[config.mk]
export PLATFORM = sky130hd
export DESIGN_NAME = kwma_div
export DESIGN_NICKNAME = d
export VERILOG_FILES = /design/src/rtl/core/kwma_pkg.sv /design/src/rtl/core/kwma_div.sv
export SDC_FILE = /design/constraint.sdc
export NUM_CORES = 1
export LEC_CHECK = 0
export BUFFER_PORTS_ARGS = -buffer_cell sky130_fd_sc_hd__buf_2
export CAP_MARGIN = 10
export CORE_MARGIN = 2
export CORE_UTILIZATION = 50
export DETAILED_ROUTE_END_ITERATION = 6
export GPL_TIMING_DRIVEN = 0
export MAX_ROUTING_LAYER = met4
export PLACE_DENSITY = 0.7
export RECOVER_POWER = 100
export SYNTH_ARGS = -nofsm -noshare
export SYNTH_HDL_FRONTEND = slang
export SYNTH_SLANG_ARGS = --single-unit
[constraint.sdc]
create_clock -name clk -period 4.2 [get_ports clk]
set_input_delay 0.42 -clock clk [delete_from_list [all_inputs] [get_ports clk]]
set_output_delay 0.42 -clock clk [all_outputs]
set_load 0.05 [all_outputs]
[src/rtl/core/kwma_pkg.sv]
// package for the keyed weighted-mean aggregator
// table sizes, field widths, opcodes and the divider request type
`default_nettype none
package kwma_pkg;

  localparam int TABLE_DEPTH = 64;
  localparam int IDX_W       = $clog2(TABLE_DEPTH);
  localparam int ROWS_W      = $clog2(TABLE_DEPTH + 1);

  localparam int KEY_W   = 32;
  localparam int CNT_W   = 16;
  localparam int DEP_W   = 16;
  localparam int CSUM_W  = 40;
  localparam int WSUM_W  = 56;
  localparam int PROD_W  = CNT_W + 1 + DEP_W;
  localparam int MEAN_W  = 32;
  localparam int FRAC_W  = 16;
  localparam int DEN_W   = CSUM_W + 4;
  localparam int NUM_W   = WSUM_W + FRAC_W;
  localparam int QUO_W   = MEAN_W + 1;
  localparam int STEP_W  = $clog2(NUM_W + 1);

  localparam logic OP_ADD   = 1'b0;
  localparam logic OP_FLUSH = 1'b1;

  typedef struct packed {
    logic              start;
    logic              neg;
    logic [WSUM_W-1:0] mag;
    logic [CSUM_W-1:0] csum;
  } div_req_t;

endpackage
`default_nettype wire

[src/rtl/core/kwma_div.sv]
// restoring divider: trunc(+-mag * 2^16 / (10 * csum)), saturated to signed 32 bits
// one quotient bit per cycle; uses kwma_pkg
`default_nettype none
module kwma_div
  import kwma_pkg::*;
(
  input  wire logic              clk,
  input  wire logic              rst_n,
  input  wire div_req_t          req,
  output logic                   done,
  output logic      [MEAN_W-1:0] mean
);

  logic [NUM_W-1:0]  num_r, num_nxt;
  logic [DEN_W-1:0]  den_r, den_nxt;
  logic [DEN_W-1:0]  rem_r, rem_nxt;
  logic [QUO_W-1:0]  quo_r, quo_nxt;
  logic              ovf_r, ovf_nxt;
  logic              neg_r, neg_nxt;
  logic [STEP_W-1:0] step_r, step_nxt;
  logic              busy_r, busy_nxt;
  logic              done_r, done_nxt;

  logic [DEN_W:0]    trial;
  logic [DEN_W:0]    diff;
  logic              ge;
  logic              big;

  assign trial = {rem_r, num_r[NUM_W-1]};
  assign diff  = trial - {1'b0, den_r};
  assign ge    = trial >= {1'b0, den_r};

  always_comb begin
    num_nxt  = num_r;
    den_nxt  = den_r;
    rem_nxt  = rem_r;
    quo_nxt  = quo_r;
    ovf_nxt  = ovf_r;
    neg_nxt  = neg_r;
    step_nxt = step_r;
    busy_nxt = busy_r;
    done_nxt = 1'b0;
    if (req.start) begin
      num_nxt  = {req.mag, {FRAC_W{1'b0}}};
      // 10 * csum as two shifted copies
      den_nxt  = {1'b0, req.csum, 3'b000} + {3'b000, req.csum, 1'b0};
      rem_nxt  = '0;
      quo_nxt  = '0;
      ovf_nxt  = 1'b0;
      neg_nxt  = req.neg;
      step_nxt = STEP_W'(NUM_W);
      busy_nxt = 1'b1;
    end else if (busy_r) begin
      rem_nxt  = ge ? diff[DEN_W-1:0] : trial[DEN_W-1:0];
      num_nxt  = {num_r[NUM_W-2:0], 1'b0};
      ovf_nxt  = ovf_r | quo_r[QUO_W-1];
      quo_nxt  = {quo_r[QUO_W-2:0], ge};
      step_nxt = step_r - STEP_W'(1);
      if (step_r == STEP_W'(1)) begin
        busy_nxt = 1'b0;
        done_nxt = 1'b1;
      end
    end
  end

  always_ff @(posedge clk) begin
    if (!rst_n) begin
      busy_r <= 1'b0;
      done_r <= 1'b0;
    end else begin
      busy_r <= busy_nxt;
      done_r <= done_nxt;
    end
  end

  always_ff @(posedge clk) begin
    num_r  <= num_nxt;
    den_r  <= den_nxt;
    rem_r  <= rem_nxt;
    quo_r  <= quo_nxt;
    ovf_r  <= ovf_nxt;
    neg_r  <= neg_nxt;
    step_r <= step_nxt;
  end

  assign done = done_r;
  assign big  = ovf_r | quo_r[QUO_W-1] | quo_r[MEAN_W-1];

  always_comb begin
    if (neg_r) begin
      mean = big ? {1'b1, {(MEAN_W-1){1'b0}}} : (~quo_r[MEAN_W-1:0] + MEAN_W'(1));
    end else begin
      mean = big ? {1'b0, {(MEAN_W-1){1'b1}}} : quo_r[MEAN_W-1:0];
    end
  end

`ifndef SYNTHESIS
  a_done_after_busy: assert property (@(posedge clk) disable iff (!rst_n)
    done_r |-> $past(busy_r))
    else $error("divider done without a running division");
  a_no_start_busy: assert property (@(posedge clk) disable iff (!rst_n)
    busy_r |-> !req.start)
    else $error("divider restarted while busy");
  a_rem_below_den: assert property (@(posedge clk) disable iff (!rst_n)
    busy_r |-> rem_r < den_r)
    else $error("divider remainder out of range");
`endif

endmodule
`default_nettype wire

==> results of run 1 <==
layer usage:
layer / global-route usage / vias up / wire length [um]
met5: - / - / 0
met1: 0.3144 / 4987 / 14040
li1: - / 5337 / -
met2: 0.3872 / 287 / 13900
met3: 0.03677 / 52 / 1568
met4: 0.07120 / 0 / 671
area by class of cell:
cell class,count,share of cell area
clock inverter,15,0.01256
inverter,77,0.02044
sequential,187,0.3355
buffer,60,0.01654
clock buffer,17,0.03008
multi-input combinational,1062,0.5109
tap,324,0.02866
timing repair buffer,134,0.04538
state kept, by name, summed over array words and instances, names as in the netlist:
name    count
neg_r       1
quo_r      33
den_r      43
ovf_r       1
busy_r      1
step_r      7
num_r      56
rem_r      44
done        1
through the flow:
step	hold slack (ns)	instances	power, uW	utilization	worst slack (ns)
global route	0.1570	1876	5768	0.5799	0.01682
CTS	0.1580	1875	5486	0.5805	0.03533
floorplan	0.4506	1386	3432	-	0.4097
global placement	0.4657	1842	3806	0.5549	0.3388
detailed placement	0.4771	1843	3828	0.5558	0.2895
finish	0.1703	1876	5475	0.5799	0.1832
worst max-delay path, cell delays in order (launching register included):
cell	delay, ns
dfxtp_1	0.38
inv_1	0.08
ha_1	0.18
nand2_1	0.12
or3_4	0.36
or3_4	0.38
nor3_4	0.24
nand3_2	0.12
or3_1	0.36
or3_1	0.34
a21o_1	0.19
a21oi_1	0.18
buf_4	0.23
cell usage after synthesis (all sizes together), types with 18 or more instances:
master	instances
xnor2	51
clkbuf	46
a311oi	35
nand2	156
dfxtp	87
mux2i	39
a21oi	89
or3	18
inv	77
nand3	24
nor3	19
ha	84
o21ai	60
a21o	40
edfxtp	100
xor2	37
nor2	155
mux2	55
cell families (layout without fill, tap and decap cells):
kind of cell	count (synthesis)	count (layout)	synth area share
AOI/OAI and AO/OA	338	338	0.1800
xor gates and xnor gates	88	88	0.06181
adders and majority gates	86	86	0.08750
buffers and inverters	137	303	0.04204
DFF	187	187	0.3805
muxes	94	94	0.08097
and+or+nand+nor	456	456	0.1672
repair_timing:
item / 4_1_cts / 5_1_grt
buffers inserted: 0 / 1
resized for setup: 0 / 9
setup endpoints to repair: 0 / 24
worst max-delay path by stage:
stage          cells after the start  slack [ns]        end
2_1_floorplan                     10        0.41   mean[30]
3_3_place_gp                      15        0.34  rem_r[12]
3_5_place_dp                      15        0.29  rem_r[12]
4_1_cts                            9        0.04   mean[29]
5_1_grt                           12        0.02   mean[30]
6_report                          12        0.18   mean[30]
power by group:
group	switching (uW)	internal, uW
Clock	804	854
Sequential	75.3	2130
Combinational	989	623
==> results.toml, run 1 <==
[timing]
clock_skew_ns = 0.008490
rsz0062_at_grt = "no"
setup_tns_ns = 0
setup_violations = 0
fin_crit_sh = 0.9564
worst_pin_slew_ns = 2.421
relSlewSlack = -0.6138
fmax_mhz = 249.0
finalHoldViolations = 0
min_period_ns = 4.017
drv_slew = 46

[placement]
placed_area_um2 = 13560
numPortBuffers = 132
gp_congestion = 0.9218
place_hpwl_um = 22490

[floorplanning]
die_w_um = 161.9
die-area_um2 = 26220
ios = 133
rows = 57
start_util = 0.5112
die_y_um = 161.9
core_area_um2 = 24390

[hold_path]
hold_depth = 1
hold_path_startpoint = "req[96]"
hold_path_class = "in -> reg"
hold-path-endpoint = "neg_r"

[route]
drc = 0
wl_um = 30180
drtIter0Drc = 779
drt_pass1_iterations = 5
wl_per_cell_um = 16.09
vias = 10660
viasPerCell = 5.684
antenna_left = 0

[logic_synthesis]
synth_nets = 1572
synth_warnings = 0
yosysTopAreaCellShare = 0.2408
synthTopCellsByArea = "edfxtp_1 24%, dfxtp_1 14%, ha_1 8.4%"
synthCells = 1386
synth_ff_type = "edfxtp_1"
avgSynthCellArea_um2 = 8.997
synth_edf_count = 100
ys_async_sr_fraction = 0
yosys.area.top_type = "edfxtp_1"
ys_seq_elements = 187
synthDistinctLibCells = 67
ys_seq_area_frac = 0.3805
syn_area_um2 = 12470

[cts]
clock_sinks = 187
h-tree-depth = 4
path_clk_slew_ns = 0.07
cts_tree = "yes"
root_buffer = "clkbuf_16"
clockBufferDepth = 2
cts.hold.buffers_added = 0
cts_buffers = 17
worst_skew_pair.late_latency_ns = 0.45

[critical_path]
cp_max_fo = 6
required_ns = 3.78
start_kind = "flip-flop"
crit_arrival_ns = 3.60
r2r_cells = 15
r2r-end = "rem_r[12]"
timing.rr.start = "den_r[1]"
crit_start = "quo_r[0]"
path_class = "reg -> out"
r2r_slack_ns = 0.32
cp-end-kind = "primary output"

[grt]
grt_pass1_wl_um = 50220
grtUsageTotal = 0.2401
antenna_found_initial = 0
overflow = 0
grt_max_degree = 46
grt_pass1_vias = 10390

[layout]
antenna_cells = 0
drive_above_1_share = 0.1366
multiInputGateArea_um2 = 7226
fin_area_um2 = 14140
areaGrowthSynthToFinish_pct = 13.43
final_nets = 1725
layout_common_cells = "156 x nand2_1, 155 x nor2_1, 100 x edfxtp_1, 99 x buf_2, 89 x a21oi_1"
fill_cells = 2283
seq_area_um2 = 4745
final_common_cell = "nand2_1"

[run_status]
status = "finished, violations left"
violations = "capacitance limit, slew limit"

[power]
powerDensity_nw_per_um2 = 387.1
p_leak_uw = 0.006013
vdd_ir_drop_max_v = 0.0002682

[flow_run]
drv_cap = 1
(Power assumes the default switching activity.)
==> run 2, diff against run 1 <==
Settings changed: BUFFER_PORTS_ARGS -buffer_cell sky130_fd_sc_hd__buf_2 to not set, DONT_BUFFER_PORTS set to 1, PLACE_DENSITY 0.7 to not set, REMOVE_ABC_BUFFERS set to 1.
==> results.toml, run 2 (same netlist as run 1, synthesis figures left out) <==
[grt]
antenna_found_initial = 0
grtUsageTotal = 0.2106
grt_max_degree = 185
grt_pass1_vias = 9119
overflow = 0
grt_pass1_wl_um = 44390

[layout]
largest_register = "num_r"
antenna_cells = 0
final_nets = 1536
largest_registers = "num_r x56, rem_r x44, den_r x43"
drive_above_1_share = 0.08511
largest_register_ffs = 56
layout_common_cells = "155 x nor2_1, 155 x nand2_1, 100 x edfxtp_1, 88 x a21oi_1, 86 x dfxtp_1"
areaGrowthSynthToFinish_pct = 7.836

[placement]
gp_congestion = 0.8485
place_hpwl_um = 19190
numPortBuffers = 0
place_ws_ns = 0.1022

[floorplanning]
die_w_um = 161.9
start_util = 0.5112
die_y_um = 161.9
ios = 133
rows = 57
die-area_um2 = 26220
core_area_um2 = 24390

[critical_path]
required_ns = 3.78
crit_arrival_ns = 3.63
start_kind = "flip-flop"
cp_max_fo = 6
r2r_slack_ns = 0.34
cp-end-kind = "primary output"
path_class = "reg -> out"

[timing]
rsz0062_at_grt = "no"
fin_crit_sh = 0.9641
relSlewSlack = -0.8218
setup_ws_ns = 0.1510
worst_pin_slew_ns = 2.729
finalHoldViolations = 0
min_period_ns = 4.049
setup_violations = 0
clock_skew_ns = 0.01661
fmax_mhz = 247.0
drv_slew = 68
finalHoldWorstSlack_ns = 0.07284

[hold_path]
hold_path_class = "in -> reg"

[cts]
worst_skew_pair.late_latency_ns = 0.44
cts_tree = "yes"
cts_buffers = 17
clockBufferDepth = 2
root_buffer = "clkbuf_16"
path_clk_slew_ns = 0.08
cts.hold.buffers_added = 0
h-tree-depth = 4
clock_sinks = 187

[route]
drtIter0Drc = 558
wl_um = 26830
antenna_left = 0
vias = 9632
drc = 0
drt_pass1_iterations = 5
viasPerCell = 5.710
wl_per_cell_um = 15.90

[flow_run]
drv_cap = 3

[power]
p_total_uw = 5295
vdd_ir_drop_max_v = 0.0002786
powerDensity_nw_per_um2 = 393.8
p_leak_uw = 0.005571

[run_status]
violations = "capacitance limit, slew limit"
status = "finished, violations left"
==> run 2: layout make-up <==
class | count | area [um2]
multi-input combinational | 1062 | 7297
clock buffer | 18 | 429.2
sequential | 187 | 4746
fill | 2297 | 10940
timing repair buffer | 5 | 117.6
clock inverter | 14 | 162.7
inverter | 77 | 289.0
tap | 324 | 405.4
==> run 2: final timing paths <==
check,startpoint,end,cells past startpoint
hold reg to reg,rem_r[35],rem_r[35],2
setup / recovery,quo_r[11],mean[30],10
setup reg to reg,busy_r,num_r[34],4
hold / removal,req[96],neg_r,0
==> run 2: per-stage QoR <==
| stage | instances | area (um2) | setup TNS, ns | utilization |
|---|---|---|---|---|
| final | 1687 | 13450 | 0 | 0.5513 |
| after global routing | 1687 | 13450 | 0 | 0.5513 |
| after CTS | 1686 | 13400 | 0 | 0.5492 |
| after detailed placement | 1654 | 12780 | 0 | 0.5240 |
| after global placement | 1650 | 12640 | -217.21 | 0.5182 |
| after floorplan | 1326 | 12230 | -40.45 | - |
==> run 2: critical path, stage by stage (launching register included) <==
cell and delay [ns]:
dfxtp_1 0.37, or4_4 0.56, nor4_1 0.19, inv_1 0.08
or3_4 0.37, nor3_4 0.20, nand3_2 0.12, or3_1 0.36
or3_1 0.36, a21o_1 0.23, a21oi_4 0.35
==> run 2: timing repair <==
item,4_1_cts,5_1_grt
pin swaps,0,3
gates cloned,0,0
gates resized for setup,4,11
setup endpoints to repair,3,6
setup buffers,0,0
==> run 2: report_power, final <==
| part | switching (uW) | internal (uW) |
|---|---|---|
| Combinational | 880 | 597 |
| Sequential | 92.7 | 2130 |
| Clock | 791 | 805 |
| Total | 1760 | 3530 |
==> run 2: layer usage <==
layer,GRT usage,vias to the layer above,share of wire
met5,-,-,0
met4,0.05471,0,0.013
met3,0.02630,21,0.036
met2,0.3232,163,0.45
met1,0.2965,4495,0.50
li1,-,4953,-
==> run 3, diff against run 2 <==
Settings changed: CORE_UTILIZATION 50 to 60, PLACE_DENSITY set to 0.76.
==> results.toml, run 3 (same netlist as run 1, synthesis figures left out) <==
[run_status]
status = "finished, violations left"
violations = "capacitance limit, slew limit"

[layout]
areaGrowthSynthToFinish_pct = 7.094
multiInputGateArea_um2 = 7291
layout_common_cells = "155 x nor2_1, 155 x nand2_1, 100 x edfxtp_1, 88 x a21oi_1, 87 x dfxtp_1"
fill_cells = 1666
seq_area_um2 = 4745
largest_register_ffs = 56
drive_above_1_share = 0.08223
largest_registers = "num_r x56, rem_r x44, den_r x43"
antenna_cells = 0
final_nets = 1535
largest_register = "num_r"

[route]
drtIter0Drc = 566
vias = 9772
topRoutingLayerUsed = "met4"
wl_met1_um = 12160
wl_um = 26240
antenna_left = 0
met3WireLength_um = 1452
drt_pass1_iterations = 5
wl_met2_um = 12250
wl_per_cell_um = 16.08
viasPerCell = 5.988
drc = 0

[placement]
place_hpwl_um = 18630
numPortBuffers = 0
gp_congestion = 0.9199

[cts]
root_buffer = "clkbuf_16"
post_cts_buffers = 0
path_clk_slew_ns = 0.08
clockBufferDepth = 2
h-tree-depth = 4
cts_tree = "yes"
clock_sinks = 187
cts_buffers = 17
worst_skew_pair.late_latency_ns = 0.44

[timing]
fmax_mhz = 244.2
rsz0062_at_grt = "yes"
setup_tns_ns = 0
setup_violations = 0
fin_crit_sh = 0.9752
drv_slew = 34
finalHoldWorstSlack_ns = 0.07256
finalHoldViolations = 0
min_period_ns = 4.096
worst_pin_slew_ns = 1.879
clock_skew_ns = 0.01284
relSlewSlack = -0.2544

[floorplanning]
die_w_um = 148.2
die_y_um = 148.2
ios = 133
rows = 52
start_util = 0.6143
core_area_um2 = 20300
die-area_um2 = 21950

[grt]
grt_max_degree = 185
grt_pass1_wl_um = 42210
antenna_found_initial = 0
grtUsageTotal = 0.2416
overflow = 0
grt_pass1_vias = 8802

[power]
p_leak_uw = 0.005546
powerDensity_nw_per_um2 = 395.1
p_total_uw = 5276
vdd_ir_drop_max_v = 0.0003854

[critical_path]
r2r-end = "rem_r[7]"
path_class = "reg -> out"
timing.rr.start = "den_r[1]"
r2r_cells = 14
required_ns = 3.78
crit_start = "quo_r[10]"
start_kind = "flip-flop"
cp_max_fo = 7
cp-end-kind = "primary output"
r2r_slack_ns = 0.22
cp-endpoint = "mean[30]"
crit_arrival_ns = 3.68

[flow_run]
drv_cap = 1

[hold_path]
hold_path_class = "in -> reg"
run 3: how the worst min path moves through the flow:
| stage | depth (start not counted) | slack [ns] | endpoint | startpoint |
|---|---|---|---|---|
| 2_1_floorplan | 2 | 0.45 | rem_r[35] | rem_r[35] |
| 3_3_place_gp | 2 | 0.47 | ovf_r | ovf_r |
| 3_5_place_dp | 2 | 0.48 | rem_r[40] | rem_r[40] |
| 4_1_cts | 0 | 0.06 | neg_r | req[96] |
| 5_1_grt | 0 | 0.06 | neg_r | req[96] |
| 6_report | 0 | 0.07 | neg_r | req[96] |
run 3: worst max-delay path, cell delays in order, from the launching register on:
cell and delay [ns]:
dfxtp_1 0.37, or4_4 0.58, nor4_2 0.15, inv_1 0.09, or3_4 0.37, nor3_4 0.25
nand3_2 0.12, or3_1 0.36, or3_1 0.35, a21o_1 0.22, a21oi_4 0.36
run 3: power by group:
group	switching, uW	total, uW	internal [uW]
sequential	95.4	2220	2130
clock	786	1580	798
combinational	878	1470	589
run 3: layout make-up:
| cell class | instances | area share |
|---|---|---|
| Clock buffer | 17 | 0.03186 |
| Inverter | 77 | 0.02164 |
| Timing Repair Buffer | 4 | 0.007121 |
| Sequential cell | 187 | 0.3553 |
| Tap cell | 270 | 0.02530 |
| Clock inverter | 15 | 0.01284 |
| Multi-Input combinational cell | 1062 | 0.5460 |
run 3: per-layer routing:
metal | vias to the layer above | global-route usage
li1 | 4945 | -
met1 | 4535 | 0.3237
met2 | 266 | 0.3831
met3 | 26 | 0.04049
met4 | 0 | 0.06571
met5 | - | -
run 3: per-stage QoR:
stage               setup WS [ns]  cell area, um2    util  std cells
finish                     0.1044           13350  0.6579       1632
global route             -0.03574           13350  0.6579       1632
CTS                     0.0004352           13330  0.6564       1632
detailed placement         0.1796           12710  0.6262       1600
global placement           -2.562           12570  0.6193       1596
floorplan                 -0.7224           12230       -       1326
run 3: what timing repair did:
item,in CTS,in global routing
resized for setup,3,6
setup endpoints to repair,2,5
pin swaps,0,1
hold buffers,0,0
